<file path="src/design/dcwb_pkg.sv">
// Shared types and constants for the two-channel window and blend block.
// Used by the window stage module and the top level; depends on nothing.
package dcwb_pkg;

   localparam int SampleWidth = 16;
   localparam int GainWidth   = 26;
   localparam int LevelWidth  = 10;
   localparam int MixWidth    = 7;
   localparam int TintWidth   = 48;
   localparam int CsrWidth    = 48;
   localparam int IndexWidth  = 3;
   localparam int NumStages   = 7;

   localparam logic [LevelWidth-1:0] LEVEL_MAX  = 10'd1023;
   localparam logic [MixWidth-1:0]   MIX_FULL   = 7'd100;
   localparam logic [1:0]            PACK_TOP   = 2'b11;

   // Division by 25600 is a shift by 8 and a division by 100, the latter done
   // as a multiply by ceil(2^24 / 100); exact for dividends up to 199727.
   localparam int               DIV_SHIFT   = 8;
   localparam logic [17:0]      RECIP_100   = 18'd167773;
   localparam int               RECIP_SHIFT = 24;

   localparam logic [IndexWidth-1:0] REG_LOW_ONE  = 3'd0;
   localparam logic [IndexWidth-1:0] REG_HIGH_ONE = 3'd1;
   localparam logic [IndexWidth-1:0] REG_LOW_TWO  = 3'd2;
   localparam logic [IndexWidth-1:0] REG_HIGH_TWO = 3'd3;
   localparam logic [IndexWidth-1:0] REG_GAIN_ONE = 3'd4;
   localparam logic [IndexWidth-1:0] REG_GAIN_TWO = 3'd5;
   localparam logic [IndexWidth-1:0] REG_MIX      = 3'd6;
   localparam logic [IndexWidth-1:0] REG_TINT     = 3'd7;

   localparam logic [SampleWidth-1:0] LOW_RESET  = 16'd0;
   localparam logic [SampleWidth-1:0] HIGH_RESET = 16'd16383;
   localparam logic [GainWidth-1:0]   GAIN_RESET = 26'd4096;
   localparam logic [MixWidth-1:0]    MIX_RESET  = 7'd50;
   localparam logic [TintWidth-1:0]   TINT_RESET = 48'hFFFF00FF0000;

   // Load enables for the three window stages of one channel.
   typedef struct packed {
      logic diff;
      logic prod;
      logic level;
   } win_en_type;

endpackage

</file>
<file path="src/design/dcwb_window.sv">
// Three-stage window and gain for one channel: compare, multiply, saturate.
// Depends on dcwb_pkg for widths and the stage enable struct.
module dcwb_window (
   input  logic                             clock,
   input  dcwb_pkg::win_en_type             stage_en,
   input  logic [dcwb_pkg::SampleWidth-1:0] sample,
   input  logic [dcwb_pkg::SampleWidth-1:0] low_limit,
   input  logic [dcwb_pkg::SampleWidth-1:0] high_limit,
   input  logic [dcwb_pkg::GainWidth-1:0]   gain,
   output logic [dcwb_pkg::LevelWidth-1:0]  level
);
   import dcwb_pkg::*;

   localparam int ProdWidth = SampleWidth + GainWidth;

   logic [SampleWidth-1:0] diff_ff, diff_in;
   logic                   above_ff, above_in;
   logic                   below_ff, below_in;
   logic [ProdWidth-1:0]   prod_ff, prod_in;
   logic                   above2_ff, below2_ff;
   logic [LevelWidth-1:0]  level_ff, level_in;

   always_comb begin
      above_in = sample > high_limit;
      below_in = sample < low_limit;
      diff_in  = sample - low_limit;
   end

   assign prod_in = {{GainWidth{1'b0}}, diff_ff} * {{SampleWidth{1'b0}}, gain};

   // The high test wins when the limits are crossed.
   always_comb begin
      if (above2_ff) begin
         level_in = LEVEL_MAX;
      end else if (below2_ff) begin
         level_in = '0;
      end else if (prod_ff[ProdWidth-1:16+LevelWidth] != '0) begin
         level_in = LEVEL_MAX;
      end else begin
         level_in = prod_ff[16+LevelWidth-1:16];
      end
   end

   always_ff @(posedge clock) begin
      if (stage_en.diff) begin
         diff_ff  <= diff_in;
         above_ff <= above_in;
         below_ff <= below_in;
      end
      if (stage_en.prod) begin
         prod_ff   <= prod_in;
         above2_ff <= above_ff;
         below2_ff <= below_ff;
      end
      if (stage_en.level) begin
         level_ff <= level_in;
      end
   end

   assign level = level_ff;

endmodule

</file>
<file path="config.mk">
export PLATFORM = sky130hd
export DESIGN_NAME = dcwb_window
export DESIGN_NICKNAME = d
export VERILOG_FILES = /design/src/design/dcwb_pkg.sv /design/src/design/dcwb_window.sv
export SDC_FILE = /design/constraint.sdc
export NUM_CORES = 1
export LEC_CHECK = 0
export BUFFER_PORTS_ARGS = -buffer_cell sky130_fd_sc_hd__buf_2
export CAP_MARGIN = 20
export CORE_UTILIZATION = 59
export DETAILED_ROUTE_END_ITERATION = 6
export PLACE_DENSITY = 0.87
export REMOVE_ABC_BUFFERS = 1
export SLEW_MARGIN = 20
export SYNTH_ARGS = -nofsm -noshare
export SYNTH_HDL_FRONTEND = slang
export SYNTH_SLANG_ARGS = --single-unit
</file>
<file path="constraint.sdc">
create_clock -name clock -period 7.4 [get_ports clock]
set_input_delay 1.48 -clock clock [delete_from_list [all_inputs] [get_ports clock]]
set_output_delay 1.48 -clock clock [all_outputs]
set_load 0.05 [all_outputs]
</file>
Yosys cells after proc, flatten, opt, wreduce, memory -nomap -nowiden
Cells that the tools add are included.

cells by class
  $add $sub $neg = 1
  $mul = 1
  divide/modulo/power cells = 0
  order comparisons = 2
  equal/unequal tests = 0
  shift operators = 0
  multiplexer cells = 2
  bitwise gates (word level) = 0
  reduce and logical (&&, ||, !) cells = 1

operator list
  operator                                        count
  16-bit by 26-bit multiplier with 42-bit output  1
  10-bit 2-to-1 mux                               2
  16-bit greater-than comparator                  1
  16-bit less-than comparator                     1
  16-bit nonzero test                             1
  16-bit subtractor                               1

storage, ports and cells
  bits in registers = 72
  latch bits = 0
  bits in writable memories = 0
  bits in read-only memories = 0
  input port bits = 78
  output and inout port bits = 10
  word-level logic and storage cells = 14
  memories kept = 0

Longest topological paths before layout
  depth after elaboration = 3
  gate-level depth with buffers = 24

Worst setup path after synthesis
Ideal clock, no wire load.

  kind = input port to flip-flop
  start point = input gain[7] (netlist bit)
  end point = register prod_ff[36] (data pin)
  arrival = 6,718 ps
  data required time = 7,145 ps
  slack = 426 ps
  stages = 21
  buffers on the path = 1
  path through = clkbuf_1 > nand2_1 > fa_1 > inv_1 > fa_1 > inv_1 > fa_1 > inv_1 > fa_1 > fa_1 > inv_1 > fa_1 > inv_1 > ha_1 > a211o_1 > a2111oi_4 > a21o_4 > o21ai_4 > a41o_4 > mux2i_1 > and3_1

between the ends
  word-level cells in the longest chain between the ends = 1

RTL lines
  element                                         RTL line           source
  from (decl)                                     dcwb_window.sv:9   input logic [dcwb_pkg::GainWidth-1:0] gain,
  16-bit by 26-bit multiplier with 42-bit output  dcwb_window.sv:29  assign prod_in = {{GainWidth{1'b0}}, diff_ff} * {{SampleWidth{1'b0}}, gain};
  via prod_in[36]                                 dcwb_window.sv:19  logic [ProdWidth-1:0] prod_ff, prod_in;
  to (signal assigned)                            dcwb_window.sv:51  prod_ff <= prod_in;
  to (decl)                                       dcwb_window.sv:19

The timed path passes the listed nets, and every way through them passes these cells.
A chain may end at the register's enable or synchronous reset.

Worst setup path after layout
  start point = input gain[13] (netlist bit)
  end point = register prod_ff[39] (data pin)

The elaborated chain is that of the path after synthesis.

==> impl_metrics.sql <==
INSERT INTO impl_metrics (metric_group, metric, value, unit) VALUES
('global_route', 'antenna_found_initial', '1', ''),
('logic_synthesis', 'syn_area_per_cell', '9.13', 'sq um'),
('clock_tree', 'cts.sinks', '56', ''),
('final_layout', 'final_cell_mix', 'inv_1 (407), fa_1 (334), nand2_1 (278)', ''),
('logic_synthesis', 'post-synth-top-area-cell', 'fa_1', ''),
('routing', 'drt-vias-per-instance', '5.75', ''),
('routing', 'drt-total-wl', '39400', 'microns'),
('die', 'fp.dieW', '167', 'microns'),
('sta', 'transition_time_at_the_pin_with_the_least_slew_margin', '1.05', 'ns'),
('logic_synthesis', 'synth-seq-area-share', '0.105', ''),
('logic_synthesis', 'postSynthCellCount', '1755', ''),
('final_layout', 'fin_area', '17000', 'sq um'),
('die', 'floorplan.initialDensity', '0.608', ''),
('worst_setup_path', 'worst_setup_path_start_kind', 'input pin', ''),
('routing', 'vias', '12300', ''),
('clock_tree', 'htreeDepth', '2', ''),
('logic_synthesis', 'async_reset_ff_frac', '0', ''),
('clock_tree', 'cts_tree', 'yes', ''),
('logic_synthesis', 'edff_count_synth', '56', ''),
('worst_setup_path', 'worst-endpoint-arrival', '7.21', 'ns'),
('worst_setup_path', 'critPathCapture', 'prod_ff[39]', ''),
('sta', 'hold_viol_final', '0', ''),
('worst_setup_path', 'setup.worst_path.start', 'gain[13]', ''),
('final_layout', 'fin_util', '0.644', ''),
('placement', 'portBuffers', '87', ''),
('worst_setup_path', 'critPathRequiredTime', '7.43', 'ns'),
('logic_synthesis', 'synthSimpleGateAreaFrac', '0.164', ''),
('logic_synthesis', 'synth.top_cell.area_share', '0.417', ''),
('die', 'die-height', '167', 'microns'),
('global_route', 'grt_start_max_net_pins', '29', ''),
('run_status', 'result_of_the_run', 'finished, final reports clean', ''),
('worst_setup_path', 'worstSetupEndpointType', 'flip-flop', ''),
('sta', 'setup_tns', '0', 'ns'),
('routing', 'drt.antenna.violating_nets', '0', ''),
('clock_tree', 'cts-buffers-inserted', '5', ''),
('final_layout', 'layout.filler_cells', '2063', ''),
('logic_synthesis', 'synth.ff_latch_count', '56', ''),
('sta', 'grt_setup_unrepaired', 'false', ''),
('logic_synthesis', 'synthesis.area', '16000', 'sq um'),
('die', 'fp.coreArea', '26400', 'sq um'),
('routing', 'drt_pre_antenna_iters', '6', ''),
('logic_synthesis', 'synth.lib_cells_used.distinct', '62', ''),
('die', 'std_cell_rows', '59', ''),
('worst_setup_path', 'ff2ff_path_depth', '19', ''),
('worst_setup_path', 'regToRegEndpoint', 'prod_ff[39]', ''),
('worst_setup_path', 'critical_path.max_stage_delay', '0.56', 'ns'),
('logic_synthesis', 'synth_adder_area_share', '0.529', ''),
('placement', 'finalWeightedCongestion', '0.937', ''),
('final_layout', 'layout-drive-gt1-share', '0.0727', ''),
('global_route', 'first_global_vias', '13600', ''),
('sta', 'final_min_period_over_clock_period', '0.971', ''),
('die', 'floorplan.io_pins', '88', ''),
('worst_setup_path', 'worst_r2r_src', 'diff_ff[1]', ''),
('logic_synthesis', 'synthXorXnorAreaFrac', '0.0208', ''),
('final_layout', 'design.final.nets', '2356', ''),
('worst_setup_path', 'crit_path_cell_trace', 'buf_2, nand2_1, fa_1, fa_1, fa_1, inv_1, fa_1, fa_1, inv_1, fa_1, inv_1, ha_1, o2111ai_1, a31oi_1, o22ai_1, a21o_4, o211ai_1, nand2_1, o21ai_0, xor2_1', ''),
('sta', 'layout_skew', '0.00437', 'ns'),
('final_layout', 'final_common_cell', 'inv_1', ''),
('clock_tree', 'cts-resized-gates', '0', ''),
('global_route', 'grt_pass1_wl', '66600', 'microns'),
('logic_synthesis', 'ys_top_cells_by_area', 'fa_1 (42%), ha_1 (11%), edfxtp_1 (10%)', ''),
('logic_synthesis', 'synth-compound-area-share', '0.0688', ''),
('final_layout', 'syn2layout_area_growth', '6.02', '%'),
('clock_tree', 'maximum_clock_path_buffer_count', '2', ''),
('clock_tree', 'cts_hold_repair.buffers', '0', ''),
('clock_tree', 'post_cts_repair_timing_setup_buffer_count', '0', ''),
('final_layout', 'diodes', '0', ''),
('worst_setup_path', 'timing.critical_path.slowest_stage_cell', 'fa_1', ''),
('global_route', 'global_router_s_overall_resource_usage', '0.303', ''),
('worst_hold_path', 'worstHoldPathType', 'reg2reg', ''),
('sta', 'timing.max_slew.rel_slack', '0.298', '');
Yosys cell counts, types with 4 or more instances:
master / instances
edfxtp_1: 56
o21ai_0: 21
nor2_1: 41
nand2_1: 278
and2_1: 170
nor3_1: 8
a31oi_1: 5
clkbuf_1: 66
nand4_1: 13
and3_1: 5
a211oi_1: 5
inv_1: 407
nand3_1: 16
a21o_1: 24
fa_1: 334
xnor2_1: 27
or3_1: 4
o21bai_1: 14
ha_1: 143
xor2_1: 11
a21oi_1: 37
nor4_1: 5
o21a_1: 11
worst max-delay path: cells and delay by family:
| family | cells | cell delay, ns |
|---|---|---|
| xor+xnor | 1 | 0.11 |
| buf+inv | 4 | 0.47 |
| compound gates | 6 | 1.36 |
| fa+ha+maj | 7 | 3.49 |
| simple gates | 2 | 0.27 |
cell families (layout without fill, tap and decap cells):
logic type	Yosys count	count (layout)
DFF	56	56
AOI/OAI and AO/OA	156	156
and+or+nand+nor	551	551
adders and majority gates	477	477
muxes	1	1
xor gates and xnor gates	38	38
buffers and inverters	476	523
how the worst min path moves through the flow:
stage	cells past startpoint	end	start
6_report	0	above2_ff	above_ff
5_1_grt	0	above2_ff	above_ff
4_1_cts	0	above2_ff	above_ff
3_5_place_dp	0	above2_ff	above_ff
3_3_place_gp	0	above2_ff	above_ff
2_1_floorplan	0	above2_ff	above_ff
sequential cells by signal, indices dropped and copies added, names as in the netlist:
register   cells
above2_ff      1
above_ff       1
below_ff       1
prod_ff       26
below2_ff      1
diff_ff       16
level         10
per-layer routing:
metal / GRT usage / up-vias / wire length, microns
li1: - / 5381 / -
met3: 0.0644 / 114 / 3410
met2: 0.518 / 577 / 19500
met5: 0 / - / 0
met1: 0.377 / 6217 / 15000
met4: 0.118 / 0 / 1560
per-stage QoR:
step,hold WS [ns],setup slack [ns],std cells
after floorplan,0.400,0.701,1686
after global placement,0.408,0.241,2125
after detailed placement,0.412,0.0138,2128
after CTS,0.428,0.292,2136
after global routing,0.442,0.0901,2137
final,0.426,0.217,2137
cell type report:
class	count	area, sq um	share of cell area
tap	335	419	0.0247
sequential	56	1680	0.0990
inverter	407	1530	0.0899
clock inverter	3	23.8	0.00140
clock buffer	5	125	0.00737
timing repair buffer	108	661	0.0389
multi-input combinational	1223	12500	0.739
Power is not shown: default switching activity piles up to over one toggle a cycle in this logic, so the estimate is an artifact.
